===== src/rtl/hfa_pkg.sv =====
// hfa_pkg: shared types and codes for the hole fit allocator
// no dependencies; imported by the controller, datapath and top level
`default_nettype none

package hfa_pkg;

  // fixed field widths of the stream payloads
  localparam int IDX_FIELD_W  = 4;
  localparam int AMT_FIELD_W  = 24;
  localparam int MODE_W       = 2;
  localparam int COUNT_W      = 5;
  localparam int CFG_IDX_W    = 1;
  localparam int CFG_DATA_W   = 5;
  localparam int IN_DATA_W    = 32;
  localparam int OUT_DATA_W   = 32;

  // item kinds
  localparam logic KIND_LOAD    = 1'b0;
  localparam logic KIND_REQUEST = 1'b1;

  // placement policies
  localparam logic [MODE_W-1:0] FIT_FIRST = 2'd0;
  localparam logic [MODE_W-1:0] FIT_BEST  = 2'd1;
  localparam logic [MODE_W-1:0] FIT_WORST = 2'd2;

  // configuration register indexes
  localparam logic [CFG_IDX_W-1:0] CFG_FIT_MODE   = 1'd0;
  localparam logic [CFG_IDX_W-1:0] CFG_HOLE_COUNT = 1'd1;

  // controller to datapath
  typedef struct packed {
    logic load;    // write a hole size from the input beat
    logic start;   // latch request amount, clear scan state
    logic issue;   // read the entry at the scan pointer
    logic finish;  // update chosen hole and load the result register
  } hfa_cmd_t;

  // datapath to controller
  typedef struct packed {
    logic scan_done;  // pointer has reached the scan limit
    logic out_free;   // result register can take a new beat
  } hfa_sts_t;

endpackage

`default_nettype wire


===== src/rtl/hole_fit_allocator.sv =====
// a request scans min(hole_count, HOLES) entries, then the finish state loads the result register
// a request holds the input through the scan and finish states; a load beat leaves the input ready
// the scan reads one hole entry per cycle from the single read port of the size memory
// the result register lets the next beat in while a result waits on out_tready
// reset (rst_n low, synchronous) clears all holes to zero, fit_mode to best fit,
// hole_count to 16, and drops out_tvalid; no clearing pass is needed
`default_nettype none

module hole_fit_allocator
  import hfa_pkg::*;
#(
  parameter int HOLES     = 16,
  parameter int SIZE_BITS = 24
) (
  input  wire logic                  clk,
  input  wire logic                  rst_n,
  // input stream
  input  wire logic                  in_tvalid,
  output logic                       in_tready,
  input  wire logic [IN_DATA_W-1:0]  in_tdata,   // hole_index[3:0], amount[27:4], zero pad
  input  wire logic                  in_tuser,   // kind
  // result stream
  output logic                       out_tvalid,
  input  wire logic                  out_tready,
  output logic [OUT_DATA_W-1:0]      out_tdata,  // chosen_hole[3:0], space_left[27:4], zero pad
  output logic                       out_tuser,  // granted
  // configuration write port
  input  wire logic                  cfg_we,
  input  wire logic [CFG_IDX_W-1:0]  cfg_index,
  input  wire logic [CFG_DATA_W-1:0] cfg_wdata
);

  hfa_cmd_t cmd;
  hfa_sts_t sts;

  logic [MODE_W-1:0]      fit_mode_r;
  logic [COUNT_W-1:0]     hole_count_r;
  logic                   out_granted;
  logic [IDX_FIELD_W-1:0] out_chosen_hole;
  logic [AMT_FIELD_W-1:0] out_space_left;

  // configuration registers; the user must write them only while the block is idle (not enforced here)
  always_ff @(posedge clk) begin
    if (!rst_n) begin
      fit_mode_r   <= FIT_BEST;
      hole_count_r <= 5'd16;
    end else if (cfg_we) begin
      case (cfg_index)
        CFG_FIT_MODE:   fit_mode_r   <= cfg_wdata[MODE_W-1:0];
        CFG_HOLE_COUNT: hole_count_r <= cfg_wdata[COUNT_W-1:0];
        default: begin
        end
      endcase
    end
  end

  // sequencer: idle / scan / finish
  hfa_ctrl u_ctrl (
    .clk       (clk),
    .rst_n     (rst_n),
    .in_tvalid (in_tvalid),
    .in_kind   (in_tuser),
    .in_tready (in_tready),
    .sts       (sts),
    .cmd       (cmd)
  );

  // memory, compare stage (first/best/worst fit) and result register
  hfa_datapath #(
    .HOLES     (HOLES),
    .SIZE_BITS (SIZE_BITS)
  ) u_dp (
    .clk             (clk),
    .rst_n           (rst_n),
    .cmd             (cmd),
    .sts             (sts),
    .in_hole_index   (in_tdata[3:0]),
    .in_amount       (in_tdata[27:4]),
    .fit_mode        (fit_mode_r),
    .hole_count      (hole_count_r),
    .out_tvalid      (out_tvalid),
    .out_tready      (out_tready),
    .out_granted     (out_granted),
    .out_chosen_hole (out_chosen_hole),
    .out_space_left  (out_space_left)
  );

  // pack the result beat
  assign out_tdata = {4'd0, out_space_left, out_chosen_hole};
  assign out_tuser = out_granted;

endmodule

`default_nettype wire


===== src/rtl/hfa_ctrl.sv =====
// hfa_ctrl: sequencing state machine for load and request items
// depends on hfa_pkg (command and status structs, item kinds)
`default_nettype none

module hfa_ctrl
  import hfa_pkg::*;
(
  input  wire logic     clk,
  input  wire logic     rst_n,
  input  wire logic     in_tvalid,
  input  wire logic     in_kind,
  output logic          in_tready,
  input  wire hfa_sts_t sts,
  output hfa_cmd_t      cmd
);

  localparam logic [1:0] ST_IDLE   = 2'd0;
  localparam logic [1:0] ST_SCAN   = 2'd1;
  localparam logic [1:0] ST_FINISH = 2'd2;

  logic [1:0] state_r;
  logic [1:0] state_nxt;

  always_comb begin
    state_nxt = state_r;
    cmd       = '0;
    in_tready = 1'b0;
    case (state_r)
      ST_IDLE: begin
        in_tready = 1'b1;
        if (in_tvalid) begin
          if (in_kind == KIND_REQUEST) begin
            cmd.start = 1'b1;
            state_nxt = ST_SCAN;
          end else begin
            cmd.load = 1'b1;
          end
        end
      end
      ST_SCAN: begin
        // last compare completes in the cycle that sees scan_done
        if (!sts.scan_done) begin
          cmd.issue = 1'b1;
        end else begin
          state_nxt = ST_FINISH;
        end
      end
      ST_FINISH: begin
        if (sts.out_free) begin
          cmd.finish = 1'b1;
          state_nxt  = ST_IDLE;
        end
      end
      default: begin
        state_nxt = ST_IDLE;
      end
    endcase
  end

  always_ff @(posedge clk) begin
    if (!rst_n) begin
      state_r <= ST_IDLE;
    end else begin
      state_r <= state_nxt;
    end
  end

endmodule

`default_nettype wire


===== src/rtl/hfa_datapath.sv =====
// hfa_datapath: hole size memory, scan compare stage and result register
// depends on hfa_pkg (command and status structs, fit mode codes)
`default_nettype none

module hfa_datapath
  import hfa_pkg::*;
#(
  parameter int HOLES     = 16,
  parameter int SIZE_BITS = 24
) (
  input  wire logic                   clk,
  input  wire logic                   rst_n,
  input  wire hfa_cmd_t               cmd,
  output hfa_sts_t                    sts,
  input  wire logic [IDX_FIELD_W-1:0] in_hole_index,
  input  wire logic [AMT_FIELD_W-1:0] in_amount,
  input  wire logic [MODE_W-1:0]      fit_mode,
  input  wire logic [COUNT_W-1:0]     hole_count,
  output logic                        out_tvalid,
  input  wire logic                   out_tready,
  output logic                        out_granted,
  output logic [IDX_FIELD_W-1:0]      out_chosen_hole,
  output logic [AMT_FIELD_W-1:0]      out_space_left
);

  localparam int IDX_W = (HOLES > 1) ? $clog2(HOLES) : 1;
  localparam int LIM_W = $clog2(HOLES + 1);

  // hole size memory with per-entry valid bits (unwritten entries read zero)
  logic [SIZE_BITS-1:0] mem_r [HOLES];
  logic [HOLES-1:0]     valid_r;
  logic [SIZE_BITS-1:0] rd_data_r;
  logic                 rd_hit_r;

  logic                 wr_en;
  logic [IDX_W-1:0]     wr_addr;
  logic [SIZE_BITS-1:0] wr_data;
  logic                 load_ok;

  // scan state
  logic [LIM_W-1:0]     limit;
  logic [LIM_W-1:0]     ptr_r;
  logic [IDX_W-1:0]     rd_idx_r;
  logic                 rd_vld_r;
  logic [SIZE_BITS-1:0] amt_r;
  logic                 found_r;
  logic [IDX_W-1:0]     pick_r;
  logic [SIZE_BITS-1:0] best_r;
  logic [SIZE_BITS-1:0] cur;
  logic                 fits;
  logic                 take;
  logic [SIZE_BITS-1:0] remain;

  // result register
  logic                   out_valid_r;
  logic                   granted_r;
  logic [IDX_FIELD_W-1:0] chosen_r;
  logic [AMT_FIELD_W-1:0] left_r;

  always_comb begin
    if ({27'd0, hole_count} > 32'(HOLES)) begin
      limit = LIM_W'(HOLES);
    end else begin
      limit = LIM_W'(hole_count);
    end
  end

  assign load_ok = cmd.load && ({28'd0, in_hole_index} < 32'(HOLES));
  assign remain  = best_r - amt_r;

  always_comb begin
    wr_en   = 1'b0;
    wr_addr = pick_r;
    wr_data = remain;
    if (load_ok) begin
      wr_en   = 1'b1;
      wr_addr = IDX_W'(in_hole_index);
      wr_data = SIZE_BITS'(in_amount);
    end else if (cmd.finish && found_r) begin
      wr_en = 1'b1;
    end
  end

  always_ff @(posedge clk) begin
    if (wr_en) begin
      mem_r[wr_addr] <= wr_data;
    end
    if (cmd.issue) begin
      rd_data_r <= mem_r[ptr_r[IDX_W-1:0]];
      rd_hit_r  <= valid_r[ptr_r[IDX_W-1:0]];
      rd_idx_r  <= ptr_r[IDX_W-1:0];
    end
  end

  always_ff @(posedge clk) begin
    if (!rst_n) begin
      valid_r <= '0;
    end else if (wr_en) begin
      valid_r[wr_addr] <= 1'b1;
    end
  end

  // compare stage
  assign cur  = rd_hit_r ? rd_data_r : '0;
  assign fits = rd_vld_r && (cur >= amt_r);

  always_comb begin
    take = 1'b0;
    if (fits) begin
      if (!found_r) begin
        take = 1'b1;
      end else if (fit_mode == FIT_BEST) begin
        take = cur < best_r;
      end else if (fit_mode == FIT_WORST) begin
        take = cur > best_r;
      end
    end
  end

  always_ff @(posedge clk) begin
    if (!rst_n) begin
      ptr_r    <= '0;
      rd_vld_r <= 1'b0;
      found_r  <= 1'b0;
    end else begin
      rd_vld_r <= cmd.issue;
      if (cmd.start) begin
        ptr_r   <= '0;
        found_r <= 1'b0;
      end else begin
        if (cmd.issue) begin
          ptr_r <= ptr_r + 1'b1;
        end
        if (take) begin
          found_r <= 1'b1;
        end
      end
    end
  end

  always_ff @(posedge clk) begin
    if (cmd.start) begin
      amt_r <= SIZE_BITS'(in_amount);
    end
    if (take) begin
      pick_r <= rd_idx_r;
      best_r <= cur;
    end
  end

  // result register
  always_ff @(posedge clk) begin
    if (!rst_n) begin
      out_valid_r <= 1'b0;
    end else if (cmd.finish) begin
      out_valid_r <= 1'b1;
    end else if (out_tready) begin
      out_valid_r <= 1'b0;
    end
  end

  always_ff @(posedge clk) begin
    if (cmd.finish) begin
      granted_r <= found_r;
      chosen_r  <= found_r ? IDX_FIELD_W'(pick_r) : '0;
      left_r    <= found_r ? AMT_FIELD_W'(remain) : '0;
    end
  end

  assign sts.scan_done   = (ptr_r == limit);
  assign sts.out_free    = !out_valid_r || out_tready;
  assign out_tvalid      = out_valid_r;
  assign out_granted     = granted_r;
  assign out_chosen_hole = chosen_r;
  assign out_space_left  = left_r;

endmodule

`default_nettype wire


===== config.mk =====
export PLATFORM = sky130hd
export DESIGN_NAME = hole_fit_allocator
export DESIGN_NICKNAME = d
export VERILOG_FILES = /design/src/rtl/hfa_pkg.sv /design/src/rtl/hole_fit_allocator.sv /design/src/rtl/hfa_ctrl.sv /design/src/rtl/hfa_datapath.sv
export SDC_FILE = /design/constraint.sdc
export NUM_CORES = 1
export LEC_CHECK = 0
export ABC_AREA = 1
export ABC_CLOCK_PERIOD_IN_PS = 10500
export BUFFER_PORTS_ARGS = -buffer_cell sky130_fd_sc_hd__buf_4
export CORE_MARGIN = 5
export CORE_UTILIZATION = 30
export DETAILED_ROUTE_END_ITERATION = 8
export SLEW_MARGIN = 20
export SYNTH_ARGS = -nofsm -noshare
export SYNTH_HDL_FRONTEND = slang
export SYNTH_SLANG_ARGS = --single-unit

===== constraint.sdc =====
create_clock -name clk -period 10.5 [get_ports clk]
set_input_delay 1.575 -clock clk [delete_from_list [all_inputs] [get_ports clk]]
set_output_delay 1.575 -clock clk [all_outputs]
set_load 0.005 [all_outputs]

# == After elaboration in Yosys (flattened, before gate mapping) ==
# Memory sizes are Yosys's and may differ from the RTL's. A register that Yosys moved wholly into a read port is not among the register bits.
# Index checks and enable logic that the tools add are counted.
# totals
output_inout_bits,35
in_bits,44
n_memories,1
mem_bits_rw,384
ff_bits,119
# memory_table
memory,words,width,rd,rd_clocked_by_memory_dff,write_ports,line,source
u_dp.mem_r,16,24,1,1,1,hfa_datapath.sv:30,logic [SIZE_BITS-1:0] mem_r [HOLES];
# classes
bitwise_logic,3
n_lt_le_gt_ge,7
eq_ne,9
muxes,32
addsub,2
n_reduce_logical,11
# op_table
cell,count
$mux W24,2
$ge A24 B24 Y1,1
$gt A24 B24 Y1,1
$lt A24 B24 Y1,1
$sub A24 B24 Y24,1
$mux W1,19
$or A16 B16 Y16,1
$mux W2,6
$lt A4 B5 Y1 const B,2
$ne A2 B2 Y1 const B,3
$pmux W2 S3,1
$add A5 B1 Y5 const B,1
$eq A5 B5 Y1,1
$gt A5 B5 Y1 const B,1
$mux W5,1
$bmux W1 S4,1
$demux W1 S4,1
$eq A2 B1 Y1 const B,2
$eq A2 B2 Y1 const B,2
$ge A4 B1 Y1 const B,1
$mux W4,1
$reduce_and A2 Y1,2
$reduce_and A4 Y1,1
$logic_and A1 B1 Y1,3
other kinds (7),8

# == Longest topological paths before layout ==
# logic_depth
ltp_word,9
ltp_mapped,16
mapped_depth_nobuf,14

# == Modules after synthesis ==
# A second synthesis with hierarchy kept.
# unflattened
cells_unflattened,1964
area_unflattened_um2,22828.1
# by_module_without_submodules
mod,instances,cells_per_inst,seq_area_each_um2,area_each_um2
hfa_datapath,1,1906,15314.7,22409.0
hole_fit_allocator,1,39,140.1,290.3
hfa_ctrl,1,19,40.0,128.9

# == Least setup slack after synthesis ==
# No wires, ideal clock.
# synth_timing
path_type,input -> register
start,input out_tready
end,memory u_dp.mem_r[10][0] (enable)
setup_ns,0.379
required_time_ns,10.121
cell_stages,8
n_path_buf,0
arrival_ns,3.213
slack_ns,6.908
path_cell_list,nor2_1 > nor2_4 > inv_2 > o21ai_2 > nand2_1 > nor2_1 > nand2_1 > inv_1
# synth_rtl
element,line,source
"start, declared",hole_fit_allocator.sv:24,"input wire logic out_tready,"
"end, declared",hfa_datapath.sv:30,

# == Final worst setup path ==
# layout_timing
start,input in_tuser
end,memory u_dp.mem_r[15][14] (enable)
# layout_via
elab_chain_cells,6
word_cells_on_any_way,7
cone_classes,mux (7)
# layout_lines
element,line,source
"start, declared",hole_fit_allocator.sv:21,"input wire logic in_tuser,"
$mux W1 *,hfa_ctrl.sv:32,if (in_kind == KIND_REQUEST) begin
$mux W2 *,hfa_ctrl.sv:31,if (in_tvalid) begin
$mux W2 *,hfa_ctrl.sv:28,case (state_r)
$mux W1,hfa_datapath.sv:75,if (load_ok) begin
$mux W1,hfa_datapath.sv:85,if (wr_en) begin
$mux W1 (not written as such),hfa_datapath.sv:86,mem_r[wr_addr] <= wr_data;
# Every way passes the cells marked *; elsewhere a longest branch is shown, timed or not.

==> results.cfg <==
[placement]
hpwl_um = 35600
place_area_um2 = 24400
dp.cells = 2969
portBuffers = 70
place_ws_ns = 5.85
place_congestion = 0.926

[clock_tree]
htree_num_levels = 2
cts-root-buf = clkbuf_16
cts_hold_buf = 0
cts_tree = yes
post_cts_buffers = 0
clk_latency_ns = 0.61
numCtsBuffers = 54
cts_sinks = 527
clk_pin_slew_ns = 0.06
clk_path_buf_depth = 3
cts_resized = 0

[grt]
grt_max_degree = 96
met1_usage_pct = 17.6
grt.met2_usage_pct = 25.1
grt_pass1_wl_um = 89000
grt_overflow = 0
grtUsageMet3_pct = 2.33
busiest_layer = met2
grt_pass1_vias = 15112
grt_util_all_layers_pct = 14.1
antenna_found_initial = 1

[min_path]
hp-start = u_dp.rd_idx_r[2]
worstHoldEndpoint = u_dp.pick_r[2]
hold_depth = 0
hp-class = register to register

[yosys]
synth_area_um2 = 22800
yosys_warnings = 0
synth_fa_ha_area_share_pct = 3.88
synth_top_area_share_pct = 65.2
syn_avg_cell_area_um2 = 11.5
yosysTopAreaCell = edfxtp_1
synthCells = 1974
synth_ff_type = edfxtp_1
synth_edf_count = 494
ys_types = 45
synth.area.mux_share_pct = 0
ys_seq_elements = 527
synth-seq-area-share_pct = 68.1
synthXorXnorAreaFrac_pct = 0.693
synth_top_family_by_area = simple AND/OR/NAND/NOR gates
synth.area.top_cells = edfxtp_1 65%, o21ai_0 5.2%, nor2_1 4.9%, nand2_1 4.2%, ha_1 3.8%
yosys.area_share.simple_pct = 11.7
ys_async_sr_fraction_pct = 0
synth_compound_area_share_pct = 11.2

[timing]
setup_viol = 0
hold_ws_ns = 0.420
fin_crit_sh_pct = 38.3
tns_ns = 0
skew_ns = 0.0220
rsz0062_at_grt = no
fin_ws_ns = 6.48
hold_viol_final = 0
final-max-slew-violation-count = 0
fmax_mhz = 249
timing.final.crit_period_ns = 4.02
max_slew.worst_pin.slew_ns = 1.03
slew_headroom_pct = 31.4

[pwr]
combPwrFrac_pct = 7.8
peakVddDrop_mv = 0.120
share_clk_of_total_power_pct = 42.2
p_leak_nw = 9.62
total_power_mw = 4.79
seqPwrFrac_pct = 50.0
p_sw_mw = 1.09
internal_power_mw = 3.70
p_per_area_nw_per_um2 = 182
swShare_pct = 22.8

[drt]
drt-initial-drc-count = 1225
vias_per_cell = 5.00
wl_um = 59500
ant_nets = 0
drc_errors = 0
first_pass_iters = 5
vias = 15345
wl_per_cell_um = 19.4

[run_status]
status = completed

[critical_path]
reg2regPathDepth = 14
start_kind = input port
r2r-start = u_dp.rd_hit_r
path_class = input port to register
cp.required_ns = 10.72
reg2reg_setup_slack_ns = 6.85
cp-end-kind = register
cp_max_fo = 46
reg2reg_to = u_dp.best_r[11]
arrival_ns = 4.24

[die]
die_y_um = 285
fp-row-count = 101
initial_core_util_pct = 30.1
die_w_um = 285
dieArea_um2 = 81500
core_um2 = 75600
ios = 79

[final_layout]
n_fill_cell = 7386
utilization_pct = 34.8
fin_nets = 2161
area_growth_pct = 15.7
drive_gt1_share_pct = 11.2
final_area_um2 = 26300
fin_cells = 3070

[job]
drv_cap = 0
routing by layer:
metal / share of wire [%] / routed length [um]
met1: 41 / 24300
met2: 50 / 30000
met3: 6.1 / 3620
met4: 2.7 / 1600
met5: 0 / 0
layout make-up:
type	count	area (um2)	share of cell area (%)
clock buffers	71	1560	5.94
flip-flops and latches	527	15500	58.9
multi-input cells	1196	6300	23.9
well taps	978	1220	4.65
inverters	160	603	2.29
diodes	1	2.50	0.00950
clock inverters	29	322	1.22
repair buffers	108	811	3.08
how the worst max path moves through the flow:
stage                     startpoint            endpoint  slack [ns]
after floorplan           out_tready   u_dp.mem_r[10][0]        6.91
after global placement      in_tuser    u_dp.mem_r[7][9]        5.85
after detailed placement    in_tuser  u_dp.mem_r[15][11]        5.85
after CTS                   in_tuser  u_dp.mem_r[15][14]        6.48
after global routing        in_tuser   u_dp.mem_r[4][14]        6.27
final                       in_tuser  u_dp.mem_r[15][14]        6.48
sequential cells by signal, summed over array words and instances (netlist names), 2 cells and up:
register and cells:
hole_count_r 5, fit_mode_r 2, u_dp.out_chosen_hole 4, u_dp.mem_r 384
u_dp.rd_idx_r 4, u_dp.amt_r 24, u_dp.out_space_left 24, u_ctrl.state_r 2
u_dp.best_r 24, u_dp.pick_r 4, u_dp.rd_data_r 24, u_dp.valid_r 16
u_dp.ptr_r 5
power groups by stage:
stage               Clock [mW]  Combinational, mW  Sequential, mW
CTS                       2.06              0.374            2.39
detailed placement           0              0.372            2.44
global placement             0              0.356            2.44
floorplan                    0              0.233            2.43
finish                    2.02              0.375            2.39
global route              2.15              0.417            2.39
synth_stat cells (2+ instances only):
library cell and count:
nor2_4 2, nor3_1 7, clkinv_1 3, or2_1 4, nand2_1 254, a211oi_1 2
edfxtp_1 494, o211ai_1 12, o21a_1 7, buf_2 11, o22ai_1 59, nor2_1 299
nand2_2 4, o21ai_0 238, o221ai_1 37, buf_4 5, nand4_1 11, a21o_1 2
clkbuf_1 78, dfxtp_1 33, nor2_2 2, xor2_1 5, nor4_1 2, a21oi_2 4
ha_1 69, a21oi_1 66, inv_2 15, o21ai_2 4, xnor2_1 13, nand3_1 66
o21ai_1 9, o21bai_1 3, inv_1 142
worst max-delay path, cell delays in order:
cell	delay (ns)
buf_4	0.11
inv_1	0.06
nand3_2	0.35
inv_2	0.82
o21ai_1	0.23
nor3_2	0.32
nand2_1	0.11
inv_2	0.63
cells in the final DEF (no fill, tap or decap), drive strengths merged, types with 3 or more instances in the layout:
cell type / Yosys / final
nor3: 8 / 8
o221ai: 37 / 37
bufinv: 0 / 7
edfxtp: 494 / 494
a21oi: 70 / 70
nand2: 258 / 258
dfxtp: 33 / 33
ha: 69 / 69
xor2: 5 / 5
buf: 16 / 108
xnor2: 13 / 13
or2: 5 / 5
o211ai: 12 / 12
o21bai: 3 / 3
o21a: 7 / 7
nand4: 11 / 11
nor2: 304 / 304
conb: 1 / 4
o22ai: 59 / 59
clkinv: 3 / 21
inv: 157 / 160
o21ai: 251 / 251
nand3: 67 / 67
clkbuf: 78 / 71
logic make-up (layout without fill, tap and decap cells):
family,after synthesis,in the layout
flip-flops,527,527
adder cells (fa/ha/maj),70,70
AND/OR/NAND/NOR,657,657
other,1,5
AO/OA/AOI/OAI,447,447
buffers and inverters,254,368
XOR/XNOR,18,18
No activity file was read; power rests on OpenSTA's default activity.
